### config.mk
export PLATFORM = sky130hd
export DESIGN_NAME = video_fade_to_black_unit
export DESIGN_NICKNAME = d
export VERILOG_FILES = /design/src/rtl/core/vftb_pkg.sv /design/src/rtl/core/vftb_ctrl.sv /design/src/rtl/core/vftb_datapath.sv /design/src/rtl/core/vftb_outbuf.sv /design/src/rtl/core/video_fade_to_black_unit.sv
export SDC_FILE = /design/constraint.sdc
export NUM_CORES = 1
export LEC_CHECK = 0
export BUFFER_PORTS_ARGS = -buffer_cell sky130_fd_sc_hd__buf_2
export CORE_MARGIN = 2
export CORE_UTILIZATION = 30
export DETAILED_ROUTE_END_ITERATION = 10
export HOLD_SLACK_MARGIN = 0.12
export PLACE_DENSITY = 0.45
export SETUP_SLACK_MARGIN = 0.1
export SYNTH_ARGS = -nofsm -noshare
export SYNTH_HDL_FRONTEND = slang
export SYNTH_SLANG_ARGS = --single-unit
### constraint.sdc
create_clock -name clk -period 11.57 [get_ports clk]
set_input_delay 0.5785 -clock clk [delete_from_list [all_inputs] [get_ports clk]]
set_output_delay 0.5785 -clock clk [all_outputs]
set_load 0.005 [all_outputs]
### src/rtl/core/vftb_pkg.sv
// ----------------------------------------------------------------------------
// vftb_pkg
// Types and constants shared by the fade-to-black unit.
// ----------------------------------------------------------------------------
package vftb_pkg;

    localparam int SAMPLE_W = 8;
    localparam int AFTER_W  = 24;
    localparam int LENGTH_W = 16;
    localparam int CFG_IDX_W  = 1;
    localparam int CFG_DATA_W = 24;

    localparam logic [CFG_IDX_W-1:0] CFG_FADE_AFTER  = 1'b0;
    localparam logic [CFG_IDX_W-1:0] CFG_FADE_LENGTH = 1'b1;

    localparam logic signed [10:0] LUMA_BLACK = 11'sd16;
    localparam logic signed [10:0] CHROMA_MID = 11'sd128;

    typedef enum logic [1:0] {
        ST_IDLE,
        ST_SETUP,
        ST_DIVIDE,
        ST_COMMIT
    } state_t;

    typedef struct packed {
        logic setup;
        logic step;
        logic commit;
    } cmd_t;

    typedef struct packed {
        logic last_step;
    } status_t;

    typedef struct packed {
        logic [SAMPLE_W-1:0] luma;
        logic [SAMPLE_W-1:0] cb;
        logic [SAMPLE_W-1:0] cr;
        logic                chroma;
        logic                last;
    } item_t;

endpackage

### src/rtl/core/vftb_ctrl.sv
// ----------------------------------------------------------------------------
// vftb_ctrl
// Sequencer for the gain update: setup, one divide step per cycle, commit.
// ----------------------------------------------------------------------------
module vftb_ctrl
(
    input  logic             clk,
    input  logic             rst_n,
    input  logic             start,
    input  vftb_pkg::status_t status,
    output vftb_pkg::cmd_t   cmd,
    output logic             busy
);

    vftb_pkg::state_t state_reg;
    vftb_pkg::state_t state_next;

    always_ff @(posedge clk or negedge rst_n)
    begin
        if (!rst_n)
        begin
            state_reg <= vftb_pkg::ST_IDLE;
        end
        else
        begin
            state_reg <= state_next;
        end
    end

    always_comb
    begin
        state_next = state_reg;
        cmd        = '0;
        busy       = 1'b1;
        case (state_reg)
            vftb_pkg::ST_IDLE:
            begin
                busy = 1'b0;
                if (start)
                begin
                    state_next = vftb_pkg::ST_SETUP;
                end
            end
            vftb_pkg::ST_SETUP:
            begin
                cmd.setup  = 1'b1;
                state_next = vftb_pkg::ST_DIVIDE;
            end
            vftb_pkg::ST_DIVIDE:
            begin
                cmd.step = 1'b1;
                if (status.last_step)
                begin
                    state_next = vftb_pkg::ST_COMMIT;
                end
            end
            vftb_pkg::ST_COMMIT:
            begin
                cmd.commit = 1'b1;
                state_next = vftb_pkg::ST_IDLE;
            end
            default:
            begin
                state_next = vftb_pkg::ST_IDLE;
            end
        endcase
    end

endmodule

### src/rtl/core/vftb_datapath.sv
// ----------------------------------------------------------------------------
// vftb_datapath
// Registers, frame counter, restoring gain divider and per-pixel scaling.
// ----------------------------------------------------------------------------
module vftb_datapath
#(
    parameter int GAIN_FRAC_BITS   = 16,
    parameter int FRAME_COUNT_BITS = 25
)
(
    input  logic                                clk,
    input  logic                                rst_n,
    input  logic                                cfg_we,
    input  logic [vftb_pkg::CFG_IDX_W-1:0]      cfg_index,
    input  logic [vftb_pkg::CFG_DATA_W-1:0]     cfg_data,
    input  logic                                pix_accept,
    input  vftb_pkg::item_t                     pix_in,
    input  vftb_pkg::cmd_t                      cmd,
    output vftb_pkg::status_t                   status,
    output vftb_pkg::item_t                     pix_out
);

    localparam int GAIN_W = GAIN_FRAC_BITS + 1;
    localparam int G3_W   = GAIN_FRAC_BITS + 2;
    localparam int CNT_W  = $clog2(GAIN_FRAC_BITS);
    localparam int MAXW   = (FRAME_COUNT_BITS > vftb_pkg::AFTER_W) ?
                            FRAME_COUNT_BITS : vftb_pkg::AFTER_W;
    localparam int SUM_W  = MAXW + 2;
    localparam int YP_W   = 9 + GAIN_W + 1;
    localparam int CP_W   = 9 + G3_W + 1;
    localparam int LW     = vftb_pkg::LENGTH_W;

    logic [FRAME_COUNT_BITS-1:0]     frame_reg;
    logic [vftb_pkg::AFTER_W-1:0]    after_reg;
    logic [LW-1:0]                   length_reg;
    logic                            fading_reg;
    logic [GAIN_W-1:0]               gain_reg;
    logic [G3_W-1:0]                 g3_reg;
    logic                            chroma_on_reg;
    logic                            zero_reg;
    logic                            zero_next;
    logic [LW-1:0]                   rem_reg;
    logic [LW-1:0]                   rem_next;
    logic [GAIN_FRAC_BITS-1:0]       quot_reg;
    logic [CNT_W-1:0]                cnt_reg;

    logic [SUM_W-1:0]                frame_ext;
    logic [SUM_W-1:0]                sum_ext;
    logic [SUM_W-1:0]                remain;
    logic                            fading_next;
    logic [LW:0]                     shifted;
    logic                            ge;
    logic [GAIN_W-1:0]               gain_new;
    logic [G3_W-1:0]                 g3_new;

    logic signed [9:0]               y_diff;
    logic signed [9:0]               cb_diff;
    logic signed [9:0]               cr_diff;
    logic signed [YP_W-1:0]          y_prod;
    logic signed [CP_W-1:0]          cb_prod;
    logic signed [CP_W-1:0]          cr_prod;
    logic signed [YP_W-1:0]          y_shr;
    logic signed [CP_W-1:0]          cb_shr;
    logic signed [CP_W-1:0]          cr_shr;
    logic signed [10:0]              y_res;
    logic signed [10:0]              cb_res;
    logic signed [10:0]              cr_res;

    function automatic logic [7:0] clamp8(input logic signed [10:0] v);
        logic [7:0] r;
        if (v < 11'sd0)
            r = 8'd0;
        else if (v > 11'sd255)
            r = 8'd255;
        else
            r = v[7:0];
        return r;
    endfunction

    // gain setup and divide step
    always_comb
    begin
        frame_ext   = SUM_W'(frame_reg);
        sum_ext     = SUM_W'(after_reg) + SUM_W'(length_reg);
        remain      = sum_ext - frame_ext;
        fading_next = frame_ext > SUM_W'(after_reg);
        zero_next   = !fading_next || (length_reg == '0) || !(sum_ext > frame_ext);
        shifted     = {rem_reg, 1'b0};
        ge          = shifted >= {1'b0, length_reg};
        rem_next    = ge ? LW'(shifted - {1'b0, length_reg}) : shifted[LW-1:0];
        gain_new    = zero_reg ? '0 : GAIN_W'(quot_reg);
        g3_new      = G3_W'({gain_new, 1'b0}) + G3_W'(gain_new);
        status.last_step = cnt_reg == CNT_W'(GAIN_FRAC_BITS - 1);
    end

    always_ff @(posedge clk or negedge rst_n)
    begin
        if (!rst_n)
        begin
            frame_reg     <= FRAME_COUNT_BITS'(1);
            after_reg     <= '0;
            length_reg    <= '0;
            fading_reg    <= 1'b1;
            gain_reg      <= '0;
            g3_reg        <= '0;
            chroma_on_reg <= 1'b1;
            cnt_reg       <= '0;
            zero_reg      <= 1'b1;
        end
        else
        begin
            if (cfg_we && cfg_index == vftb_pkg::CFG_FADE_AFTER)
            begin
                after_reg <= cfg_data[vftb_pkg::AFTER_W-1:0];
            end
            if (cfg_we && cfg_index == vftb_pkg::CFG_FADE_LENGTH)
            begin
                length_reg <= cfg_data[LW-1:0];
            end
            if (pix_accept && pix_in.last && frame_reg != '1)
            begin
                frame_reg <= frame_reg + FRAME_COUNT_BITS'(1);
            end
            if (cmd.setup)
            begin
                fading_reg <= fading_next;
                zero_reg   <= zero_next;
                cnt_reg    <= '0;
            end
            if (cmd.step)
            begin
                cnt_reg <= cnt_reg + CNT_W'(1);
            end
            if (cmd.commit)
            begin
                gain_reg      <= gain_new;
                g3_reg        <= g3_new;
                chroma_on_reg <= g3_new < (G3_W'(1) << (GAIN_FRAC_BITS + 1));
            end
        end
    end

    always_ff @(posedge clk)
    begin
        if (cmd.setup)
        begin
            rem_reg  <= remain[LW-1:0];
            quot_reg <= '0;
        end
        if (cmd.step)
        begin
            rem_reg  <= rem_next;
            quot_reg <= {quot_reg[GAIN_FRAC_BITS-2:0], ge};
        end
    end

    // per-pixel scaling
    always_comb
    begin
        y_diff  = $signed({2'b00, pix_in.luma}) - 10'sd16;
        cb_diff = $signed({2'b00, pix_in.cb}) - 10'sd128;
        cr_diff = $signed({2'b00, pix_in.cr}) - 10'sd128;
        y_prod  = YP_W'(y_diff) * $signed({1'b0, gain_reg});
        cb_prod = CP_W'(cb_diff) * $signed({1'b0, g3_reg});
        cr_prod = CP_W'(cr_diff) * $signed({1'b0, g3_reg});
        y_shr   = y_prod >>> GAIN_FRAC_BITS;
        cb_shr  = cb_prod >>> (GAIN_FRAC_BITS + 1);
        cr_shr  = cr_prod >>> (GAIN_FRAC_BITS + 1);
        y_res   = $signed(y_shr[10:0]) + vftb_pkg::LUMA_BLACK;
        cb_res  = $signed(cb_shr[10:0]) + vftb_pkg::CHROMA_MID;
        cr_res  = $signed(cr_shr[10:0]) + vftb_pkg::CHROMA_MID;

        pix_out        = pix_in;
        if (fading_reg)
        begin
            pix_out.luma = clamp8(y_res);
            if (chroma_on_reg)
            begin
                pix_out.cb = clamp8(cb_res);
                pix_out.cr = clamp8(cr_res);
            end
        end
        if (!pix_in.chroma)
        begin
            pix_out.cb = '0;
            pix_out.cr = '0;
        end
    end

endmodule

### src/rtl/core/vftb_outbuf.sv
// ----------------------------------------------------------------------------
// vftb_outbuf
// Two-entry result buffer parting the input side from a stalled output.
// ----------------------------------------------------------------------------
module vftb_outbuf
(
    input  logic             clk,
    input  logic             rst_n,
    input  logic             push,
    input  vftb_pkg::item_t  push_item,
    input  logic             pop,
    output logic             full,
    output logic             not_empty,
    output vftb_pkg::item_t  head
);

    vftb_pkg::item_t entry_reg [2];
    logic            wr_ptr_reg;
    logic            rd_ptr_reg;
    logic [1:0]      count_reg;

    assign full      = count_reg == 2'd2;
    assign not_empty = count_reg != 2'd0;
    assign head      = entry_reg[rd_ptr_reg];

    always_ff @(posedge clk or negedge rst_n)
    begin
        if (!rst_n)
        begin
            wr_ptr_reg <= 1'b0;
            rd_ptr_reg <= 1'b0;
            count_reg  <= 2'd0;
        end
        else
        begin
            if (push)
            begin
                wr_ptr_reg <= ~wr_ptr_reg;
            end
            if (pop)
            begin
                rd_ptr_reg <= ~rd_ptr_reg;
            end
            if (push && !pop)
            begin
                count_reg <= count_reg + 2'd1;
            end
            else if (pop && !push)
            begin
                count_reg <= count_reg - 2'd1;
            end
        end
    end

    always_ff @(posedge clk)
    begin
        if (push)
        begin
            entry_reg[wr_ptr_reg] <= push_item;
        end
    end

endmodule

### src/rtl/core/video_fade_to_black_unit.sv
// ----------------------------------------------------------------------------
// video_fade_to_black_unit
// Fades a 4:2:0 pixel stream to black over a set number of frames.
// ----------------------------------------------------------------------------
//  channel   handshake              payload
//  in        in_valid / in_stall    luma cb cr has_chroma last_of_frame
//  out       out_valid / out_stall  luma_out cb_out cr_out chroma_present frame_end
//  cfg       cfg_valid / cfg_ready  cfg_index cfg_data
//
//  One pixel per cycle while in_stall is low; its result is registered into a
//  two-entry output buffer. A last-of-frame pixel or a register write starts the
//  gain update: setup, serial divide, commit; in_stall and !cfg_ready hold throughout.
//  Output stalls back up into in_stall only once both buffer entries are full.
//  Reset leaves frame one, zero registers and zero gain; no clearing pass.
// ----------------------------------------------------------------------------
module video_fade_to_black_unit
#(
    parameter int GAIN_FRAC_BITS   = 16,
    parameter int FRAME_COUNT_BITS = 25
)
(
    input  logic                             clk,
    input  logic                             rst_n,
    input  logic                             in_valid,
    output logic                             in_stall,
    input  logic [7:0]                       luma,
    input  logic [7:0]                       cb,
    input  logic [7:0]                       cr,
    input  logic                             has_chroma,
    input  logic                             last_of_frame,
    output logic                             out_valid,
    input  logic                             out_stall,
    output logic [7:0]                       luma_out,
    output logic [7:0]                       cb_out,
    output logic [7:0]                       cr_out,
    output logic                             chroma_present,
    output logic                             frame_end,
    input  logic                             cfg_valid,
    output logic                             cfg_ready,
    input  logic [vftb_pkg::CFG_IDX_W-1:0]   cfg_index,
    input  logic [vftb_pkg::CFG_DATA_W-1:0]  cfg_data
);

    vftb_pkg::cmd_t    cmd;
    vftb_pkg::status_t status;
    vftb_pkg::item_t   pix_in;
    vftb_pkg::item_t   pix_res;
    vftb_pkg::item_t   head;
    logic              busy;
    logic              full;
    logic              pix_accept;
    logic              cfg_we;

    assign in_stall   = busy || full;
    assign cfg_ready  = !busy;
    assign pix_accept = in_valid && !in_stall;
    assign cfg_we     = cfg_valid && cfg_ready;

    assign pix_in.luma   = luma;
    assign pix_in.cb     = cb;
    assign pix_in.cr     = cr;
    assign pix_in.chroma = has_chroma;
    assign pix_in.last   = last_of_frame;

    vftb_ctrl u_ctrl
    (
        .clk    (clk),
        .rst_n  (rst_n),
        .start  (cfg_we || (pix_accept && last_of_frame)),
        .status (status),
        .cmd    (cmd),
        .busy   (busy)
    );

    vftb_datapath
    #(
        .GAIN_FRAC_BITS   (GAIN_FRAC_BITS),
        .FRAME_COUNT_BITS (FRAME_COUNT_BITS)
    )
    u_datapath
    (
        .clk        (clk),
        .rst_n      (rst_n),
        .cfg_we     (cfg_we),
        .cfg_index  (cfg_index),
        .cfg_data   (cfg_data),
        .pix_accept (pix_accept),
        .pix_in     (pix_in),
        .cmd        (cmd),
        .status     (status),
        .pix_out    (pix_res)
    );

    vftb_outbuf u_outbuf
    (
        .clk       (clk),
        .rst_n     (rst_n),
        .push      (pix_accept),
        .push_item (pix_res),
        .pop       (out_valid && !out_stall),
        .full      (full),
        .not_empty (out_valid),
        .head      (head)
    );

    assign luma_out       = head.luma;
    assign cb_out         = head.cb;
    assign cr_out         = head.cr;
    assign chroma_present = head.chroma;
    assign frame_end      = head.last;

endmodule

# Word-level counts from Yosys, hierarchy flattened
# Memories as Yosys holds them, arrays and structs flattened.
# Cells that the tools add are included.
word_totals:
  regBits: 145
  ram_bits: 52
  input_bits: 56
  out_inout_bits: 29
  elab_cells: 107
  n_memories: 1
memory_table:
  columns: ["memory", "depth", "word_bits", "read_ports", "rd_ports_with_merged_regs", "wr", "line_no", "rtl"]
  rows:
  - ["u_outbuf.entry_reg", 2, 26, 1, 0, 1, "vftb_outbuf.sv:17", "vftb_pkg::item_t entry_reg [2];"]
classes:
  n_addsub: 14
  n_mul: 3
  n_lt_le_gt_ge: 10
  eq_ne: 8
  mux: 28
  bitwise: 3
  n_reduce_logical: 25
ops:
  columns: ["operator", "count"]
  rows:
  - ["16-bit 2-to-1 mux", 8]
  - ["9-bit by 19-bit multiplier with 28-bit output", 2]
  - ["8-bit 2-to-1 mux", 6]
  - ["11-bit by 9-bit greater-than comparator with 1-bit output (second input constant)", 3]
  - ["11-bit by 1-bit less-than comparator with 1-bit output (second input constant)", 3]
  - ["16-bit subtractor", 2]
  - ["9-bit by 18-bit multiplier with 27-bit output", 1]
  - ["24-bit by 16-bit adder with 25-bit output", 1]
  - ["25-bit by 1-bit adder with 25-bit output (second input constant)", 1]
  - ["25-bit by 24-bit greater-than comparator with 1-bit output", 1]
  - ["25-bit greater-than comparator", 1]
  - ["25-bit != test (second input constant)", 1]
  - ["24-bit 2-to-1 mux", 1]
  - ["11-bit by 9-bit adder with 11-bit output (second input constant)", 2]
  - ["18-bit by 17-bit adder with 18-bit output", 1]
  - ["18-bit less-than comparator (second input constant)", 1]
  - ["8-bit by 8-bit subtractor with 9-bit output (second input constant)", 2]
  - ["17-bit by 16-bit >= comparator with 1-bit output", 1]
  - ["16-bit zero test", 1]
  - ["11-bit by 6-bit adder with 11-bit output (second input constant)", 1]
  - ["1-bit logical AND", 9]
  - ["8-bit by 5-bit subtractor with 9-bit output (second input constant)", 1]
  - ["2-bit 2-to-1 mux", 4]
  - ["4-bit 2-to-1 mux", 2]
  - ["16 further kinds", 35]

# Depth between registers and ports, before layout
# Gate-level depths: netlist (run 1).
logic_depth:
  depth_word: 9
  mapped_depth: 31
  depth_no_buf: 28

# Hierarchy
# From an unflattened synthesis (run 1), not the netlist that was laid out.
hier_totals:
  hier_cells: 2855
  area_unflattened_um2: 26960.9
modules_own_cells:
  columns: ["mod", "n_inst", "cells_per_inst", "area_each_um2", "seq_area_each_um2"]
  rows:
  - ["vftb_datapath", 1, 2735, 24571.1, 3593.4]
  - ["vftb_outbuf", 1, 97, 2165.8, 1661.6]
  - ["vftb_ctrl", 1, 15, 176.4, 50.0]
  - ["video_fade_to_black_unit", 1, 8, 47.5, 0.0]

# Worst setup path after synthesis (run 1)
# No wires, ideal clock.
synth_path:
  path_kind: "in2reg"
  from: "input port luma[4]"
  to: "memory u_outbuf.entry_reg[0][25] (netlist bit) (data pin)"
  setup_time_ps: 277
  arrival_time_ps: 6830
  required_ps: 11293
  slack_ps: 4463
  stages: 28
  n_path_buf: 1
  cell_sequence: "inv_1 -> ha_1 -> xor2_1 -> clkbuf_1 -> nand2_1 -> fa_1 -> fa_1 -> inv_1 -> fa_1 -> fa_1 -> inv_1 -> fa_1 -> inv_1 -> ha_1 -> a21oi_1 -> a21boi_0 -> o211ai_1 -> o211ai_1 -> a21oi_1 -> xnor2_1 -> ha_1 -> nand2_1 -> nor2_1 -> mux2i_1 -> or2_1 -> a211oi_2 -> mux2i_2 -> nor3_1"
synth_rtl:
  columns: ["element", "line_no", "rtl"]
  rows:
  - ["start, declared", "video_fade_to_black_unit.sv:26", "input logic [7:0] luma,"]
  - ["end, declared", "vftb_outbuf.sv:17", null]

==> metrics.txt, run 1 <==
Total Wirelength=between 60 and 70 mm; status=finished, violations left; synth-to-layout area growth=8.054%; clock-pin slew on the worst setup and hold paths=approximately 80 ps; routed wl met3=between 1.5 and 2 mm; core area=between 80000 and 90000 sq um; GPL Wtd Cong=about 0.85; layout filler cell count=between 9000 and 10000; Syn Inst Count=about 2800; Yosys cell types=87; Synth Area in Compound Gates=0.08782; buffers plus inverters on the worst setup path=5; achievable clock frequency=125.7 MHz; Least-Margin Pin Slew=roughly 1100 ps; Worst-Skew Late Latency=510 ps; Root Driver=clkbuf_16; Hold Crit Class=input pin to flop; Mapped Area=around 27000 sq um; drt first pass iters=8; Max stage delay on crit path=810 ps; flops & latches, synth=between 150 and 200; Synthesized Nets=about 3500; max reg flops=between 50 and 60; number of flops mapped to enable cells by yosys=between 80 and 90; Power Density=about 180 nW/um^2; fin crit share=0.6873; max_slew headroom=0.2349; vias in the first global route=20870; CTS Buffer Depth=2; Metal-1 WL=between 30 and 40 mm; max-slew violation count=0; vias per cell=4.823; Die Span X=303.0 um; Post-Synth Simple-Gate Area=0.1697; vias=about 19000; Slowest cell on crit path=o211ai_1; CTS buffer count=17; top sig layer=met4; Nets=between 3000 and 4000; element type at the critical path start=input pin; Post-Synth XOR/XNOR Area=0.03397; Avg Cell Area, Syn=between 9 and 10 sq um; main combinational cell family by area after synthesis=adder cells; failing checks=DRC; TritonCTS clock tree=built; Starting Density=0.3029; Static Leakage=approximately 14 nW; hpwl dp=53.76 mm; Primary FF master, synth=dfrtp_1; proportion of synthesized area in mux cells=0.04223; Worst Setup SP=cr[7]; IO Pins=85; Die Height=between 300 and 400 um; 1st-iter DRT viols=961; Fin. Hold Viols=0; RSZ-0062 raised after global routing=no; # port buffers=between 80 and 90; Die ar.=91780 sq um; Post-Synth Adder-Cell Area=0.3895; Syn. warnings=0; fin crit period=roughly 8000 ps; initial antenna violation count=1; worst r2r src=u_datapath.g3_reg[7]; WP data required=11810 ps; # Max-Cap Violations=0; setup tns final=0 ps; min-delay src=cfg_data[17]; GRT overflow=0; worst hold slack=between 300 and 400 ps; CTS sink cnt=around 200; Worst VDD drop=~0.17 mV; Routed Antenna Nets=0; final setup skew=12.40 ps; CP delay by family, top=adder cells; layout cells sized above 1=0.09789; final number of setup-violating endpoints=0; row cnt=109; Setup Fix Bufs, Post-CTS=0; DRC viols=6; Post-synth ARST share=0.5692; CP most frequent cell=fa_1; All-Layer GR Usage=0.1595; critical path arrival=between 8000 and 9000 ps; worst-path fanout max=32; Setup CP Type=input pin to flop; first-pass GRT wire length=114.8 mm; largest net degree at the start of global routing=65; Crit. End Element=flop; post-synthesis sequential area ratio=0.1979; met2 WL=~34 mm; CTS H-tree lvls=4; DR WL/cell=17.34 um
[cell usage in the layout (no fill, tap or decap), types with 61 or more instances in the layout]
| cell type | netlist | layout |
|---|---|---|
| inv_1 | 443 | 443 |
| fa_1 | 326 | 326 |
| ha_1 | 313 | 312 |
| nand2_1 | 276 | 276 |
| and2_1 | 175 | 175 |
| nor2_1 | 119 | 119 |
| dfrtp_1 | 107 | 107 |
| mux2_2 | 94 | 94 |
| nor2b_1 | 89 | 89 |
| edfxtp_1 | 84 | 84 |
| buf_2 | 4 | 83 |
| a21oi_1 | 82 | 82 |
| xnor2_1 | 77 | 77 |
| o21ai_0 | 62 | 62 |
| nand3_1 | 61 | 61 |
[metal layers]
layer / track usage / vias up
met5: 0 / -
met2: 0.2691 / 240
met3: 0.01497 / 54
met1: 0.2196 / 9829
li1: - / 9257
met4: 0.03988 / 0
[path summary, 6_finish.rpt]
kind | slack (ps) | end | cells past startpoint
worst max-delay path | 3620 | u_outbuf.entry_reg[0][9] | 26
worst min-delay path | 300 | u_datapath.after_reg[17] | 2
worst max register to register | 3730 | u_outbuf.entry_reg[0][9] | 24
worst min register to register | 510 | u_datapath.after_reg[19] | 1
max in group asynchronous | 9650 | u_datapath.g3_reg[4] | 3
min in group asynchronous | 620 | u_datapath.frame_reg[10] | 2
[synthesized netlist by cell type, types with 11 or more instances]
| cell | number | area share |
|---|---|---|
| edfxtp_1 | 84 | 0.094 |
| nor3_1 | 22 | 0.0041 |
| mux2_2 | 94 | 0.039 |
| inv_1 | 443 | 0.062 |
| or3_1 | 11 | 0.0026 |
| a31oi_1 | 12 | 0.0028 |
| nand2b_1 | 19 | 0.0044 |
| a21boi_0 | 13 | 0.0036 |
| and2_1 | 175 | 0.041 |
| o22ai_1 | 16 | 0.0037 |
| nor2b_1 | 89 | 0.021 |
| o21a_1 | 20 | 0.0056 |
| nand3_1 | 61 | 0.011 |
| dfrtp_1 | 107 | 0.10 |
| a21oi_1 | 82 | 0.015 |
| a211oi_1 | 19 | 0.0053 |
| nand2_1 | 276 | 0.039 |
| clkbuf_1 | 107 | 0.015 |
| xnor2_1 | 77 | 0.025 |
| nor4_1 | 12 | 0.0028 |
| o21ai_0 | 62 | 0.012 |
| nand4_1 | 29 | 0.0068 |
| xor2_1 | 27 | 0.0088 |
| ha_1 | 313 | 0.15 |
| and3_1 | 19 | 0.0044 |
| fa_1 | 326 | 0.24 |
| or2_2 | 21 | 0.0049 |
| nor2_1 | 119 | 0.017 |
| a21o_1 | 30 | 0.0084 |
[power by group]
| part | leakage [nW] | switching, mW | internal, mW |
|---|---|---|---|
| clock | 0.271 | 0.328 | 0.284 |
| combinational | 11.5 | 2.01 | 1.48 |
| sequential | 2.21 | 0.195 | 1.05 |
[logic make-up (layout without fill, tap and decap cells)]
kind of cell / count (synthesis) / after routing
and+or+nand+nor: 887 / 887
adders and majority gates: 639 / 639
buffers and inverters: 560 / 579
AOI/OAI and AO/OA: 345 / 345
DFF: 195 / 195
xor gates and xnor gates: 104 / 104
muxes: 101 / 101
other: 0 / 3
[worst reg2reg max path, cell delays in order, from the launching register on]
cell	delay [ps]
dfrtp_1	950
nand2_1	180
fa_1	550
inv_1	60
fa_1	530
fa_1	450
fa_1	550
inv_1	50
fa_1	500
inv_1	40
ha_1	260
and3_1	150
a41o_1	190
nand3_1	120
a31oi_2	380
o2111ai_2	250
nand4_1	200
nor2b_1	190
ha_1	190
xor2_1	290
a21oi_1	120
o211ai_1	810
nand2_1	180
o32ai_1	310
a211oi_1	100
[cell type report]
| class | count | area, sq um | area share |
|---|---|---|---|
| Sequential cell | 195 | 5305 | 0.1831 |
| Inverter | 445 | 1670 | 0.05765 |
| Timing Repair Buffer | 102 | 560.5 | 0.01935 |
| Clock buffer | 17 | 425.4 | 0.01468 |
| Tap cell | 1165 | 1458 | 0.05031 |
| Antenna cell | 3 | 7.507 | 0.0002591 |
| Multi-Input combinational cell | 2076 | 19400 | 0.6695 |
| Clock inverter | 15 | 147.6 | 0.005096 |
[metrics by stage]
| stage | worst slack, ps | area (sq um) | cells | utilization | total power, mW |
|---|---|---|---|---|---|
| 2_1_floorplan | 4463 | 26810 | 2831 | - | 3.844 |
| 3_3_place_gp | 3252 | 28380 | 3982 | 0.3206 | 4.697 |
| 3_5_place_dp | 3103 | 28380 | 3982 | 0.3206 | 4.757 |
| 4_1_cts | 3649 | 28960 | 4015 | 0.3272 | 5.409 |
| 5_1_grt | 2967 | 28960 | 4015 | 0.3272 | 5.910 |
| 6_report | 3618 | 28970 | 4018 | 0.3273 | 5.351 |
[repair_timing]
| action | 4_1_cts | 5_1_grt |
|---|---|---|
| gates resized for setup | 0 | 0 |
| endpoints found under the hold margin | 46 | 0 |
| hold buffers | 1 | 0 |
No activity file was read; power rests on OpenSTA's default activity.
==> inputs of run 2 (changes only) <==
--- a/config.mk
+++ b/config.mk
@@ -10,7 +10,7 @@
 export CORE_UTILIZATION = 30
 export DETAILED_ROUTE_END_ITERATION = 10
 export HOLD_SLACK_MARGIN = 0.12
-export PLACE_DENSITY = 0.45
+export PLACE_DENSITY = 0.47
 export SETUP_SLACK_MARGIN = 0.1
 export SYNTH_ARGS = -nofsm -noshare
 export SYNTH_HDL_FRONTEND = slang
==> constraint.sdc (replaced) <==
create_clock -name clk -period 6.65 [get_ports clk]
set_input_delay 0.3325 -clock clk [delete_from_list [all_inputs] [get_ports clk]]
set_output_delay 0.3325 -clock clk [all_outputs]
set_load 0.005 [all_outputs]
==> metrics.txt, run 2 (same netlist as run 1, synthesis figures left out) <==
status=finished, violations left; failing checks=DRC, setup timing; worst hold slack=between 150 and 200 ps; worst-path fanout max=4; Pwr Total=9.901 mW; vias per cell=~4.6; Placed Cells=slightly above 4000; core area=between 80000 and 90000 sq um; row cnt=roughly 110; element type at the critical path start=flop; Hold Crit Class=input pin to flop; Setup WS pre-CTS=-469.2 ps; achievable clock frequency=150.2 MHz; fin crit period=about 6700 ps; Total Wirelength=67.85 mm; vias in the first global route=between 20000 and 25000; # Max-Cap Violations=0; Sw Ratio=0.4583; commonest non-fill, non-tap cell in the layout=inv_1; CP delay by family, top=adder cells; drt first pass iters=8; Max stage delay on crit path=between 500 and 600 ps; commonest cells after routing, fill and taps aside=inv_1, fa_1, ha_1, nand2_1, buf_4; All-Layer GR Usage=0.1558; FF-to-FF setup slack=-7 ps; clock power share=0.110; Logic pwr share=0.674; largest net degree at the start of global routing=just under 70; DP Area=between 20000 and 30000 sq um; initial antenna violation count=0; TritonCTS clock tree=built; buffers plus inverters on the worst setup path=5; final number of setup-violating endpoints=2; RSZ-0062 raised after global routing=yes; IO Pins=85; post-route insts no fill=between 4000 and 5000; Worst-Skew Late Latency=slightly above 500 ps; Routed Antenna Nets=0; layout filler cell count=9031; Psw=~4.5 mW; GRT overflow=0; post-route cell area=around 32000 sq um; CTS H-tree lvls=4; 1st-iter DRT viols=between 700 and 800; # port buffers=84; Worst VDD drop=0.2565 mV; ANT cells=0; max reg flops=52; synth-to-layout area growth=18.15%; layout cells sized above 1=0.1927; sequential share of power=0.217; vias=19590; WP data required=a little under 7000 ps; hpwl dp=about 55 mm; Final Worst Setup Slack=-6.638 ps; CTS sink cnt=between 150 and 200; max_slew headroom=0.1848; clock-pin slew on the worst setup and hold paths=~90 ps; Root Driver=clkbuf_16; Die ar.=about 92000 sq um; Least-Margin Pin Slew=roughly 1200 ps; setup tns final=-13.26 ps; internal power=between 5 and 6 mW; DR WL/cell=about 16 um; Crit. End Element=flop; DRC viols=1; Fin. Hold Viols=0; Starting Density=0.3029; Final Util=0.3579; first-pass GRT wire length=about 110 mm; CP most frequent cell=fa_1; GPL Wtd Cong=0.8237; Setup CP Type=flop to flop; final setup skew=around 25 ps; Die Span X=between 300 and 400 um; critical path arrival=between 6000 and 7000 ps; CTS buffer count=17; Power Density=312.6 nW/um^2; Die Height=slightly above 300 um; max-slew violation count=0; fin crit share=1.001; Static Leakage=15.31 nW; CTS Buffer Depth=2; Slowest cell on crit path=fa_1; Nets=3764
-- run 2: cell count changes in the layout (fill, tap and decap cells not counted), moves of 9 or more --
cell / before / now
a211oi_1: 19 / 9
buf_12: 0 / 12
buf_4: 18 / 201
buf_6: 0 / 9
dfrtp_1: 107 / 85
dfrtp_2: 0 / 22
dlygate4sd3_1: 1 / 27
ha_1: 312 / 301
inv_1: 443 / 432
inv_2: 0 / 10
-- run 2: per-layer routing --
layer  GRT usage  vias up  part of all wire
met1      0.2123     9687              0.48
met4     0.04175        0             0.019
met3     0.01504       46             0.015
met5           0        -                 0
li1            -     9727                 -
met2      0.2640      127              0.49
-- run 2: final cells by class --
| cell class | count | area (sq um) | share of cell area |
|---|---|---|---|
| Multi-Input combinational cell | 2076 | 20030 | 0.6324 |
| Sequential cell | 195 | 5333 | 0.1683 |
| Timing Repair Buffer | 334 | 2569 | 0.08109 |
| Inverter | 445 | 1675 | 0.05289 |
| Tap cell | 1165 | 1458 | 0.04601 |
| Clock buffer | 17 | 425.4 | 0.01343 |
| Clock inverter | 15 | 185.2 | 0.005846 |
-- run 2: final timing paths --
check / start / end / cells after the start
worst max register to register: u_datapath.g3_reg[0] / u_outbuf.entry_reg[1][9] / 26
worst min-delay path: has_chroma / u_outbuf.entry_reg[0][1] / 1
max in group asynchronous: rst_n / u_datapath.gain_reg[10] / 3
min in group asynchronous: rst_n / u_datapath.frame_reg[15] / 2
worst max-delay path: u_datapath.g3_reg[0] / u_outbuf.entry_reg[1][9] / 26
worst min register to register: u_datapath.frame_reg[6] / u_datapath.frame_reg[6] / 1
-- run 2: worst register-to-register path, cell delays in order (launching register included) --
cell,delay [ps]
dfrtp_2,450
buf_12,140
or2_4,220
fa_1,460
fa_1,530
inv_2,40
fa_1,470
fa_1,510
inv_1,50
fa_1,520
inv_2,50
ha_4,250
and3_1,130
a41o_1,220
nand3_2,120
a31oi_4,290
o2111ai_4,210
nand4_1,150
nor2b_4,180
inv_1,90
ha_4,230
nand3b_1,150
a21o_1,160
o211ai_1,130
nand2_1,140
o32ai_2,380
a211oi_2,70
-- run 2: power by group through the flow --
| stage | Combinational (mW) | Clock (mW) | Sequential (mW) |
|---|---|---|---|
| floorplan | 4.72 | 0 | 2.00 |
| global placement | 6.32 | 0 | 2.17 |
| detailed placement | 6.32 | 0 | 2.17 |
| CTS | 6.59 | 1.13 | 2.15 |
| global route | 7.56 | 1.17 | 2.20 |
| finish | 6.67 | 1.09 | 2.14 |
-- run 2: repair_timing --
item,CTS,global route
setup buffers,20,22
endpoints found under the hold margin,86,0
hold buffers,27,0
endpoints found under the setup margin,48,48
pin swaps,55,28
cloned,0,0
gates resized for setup,79,60
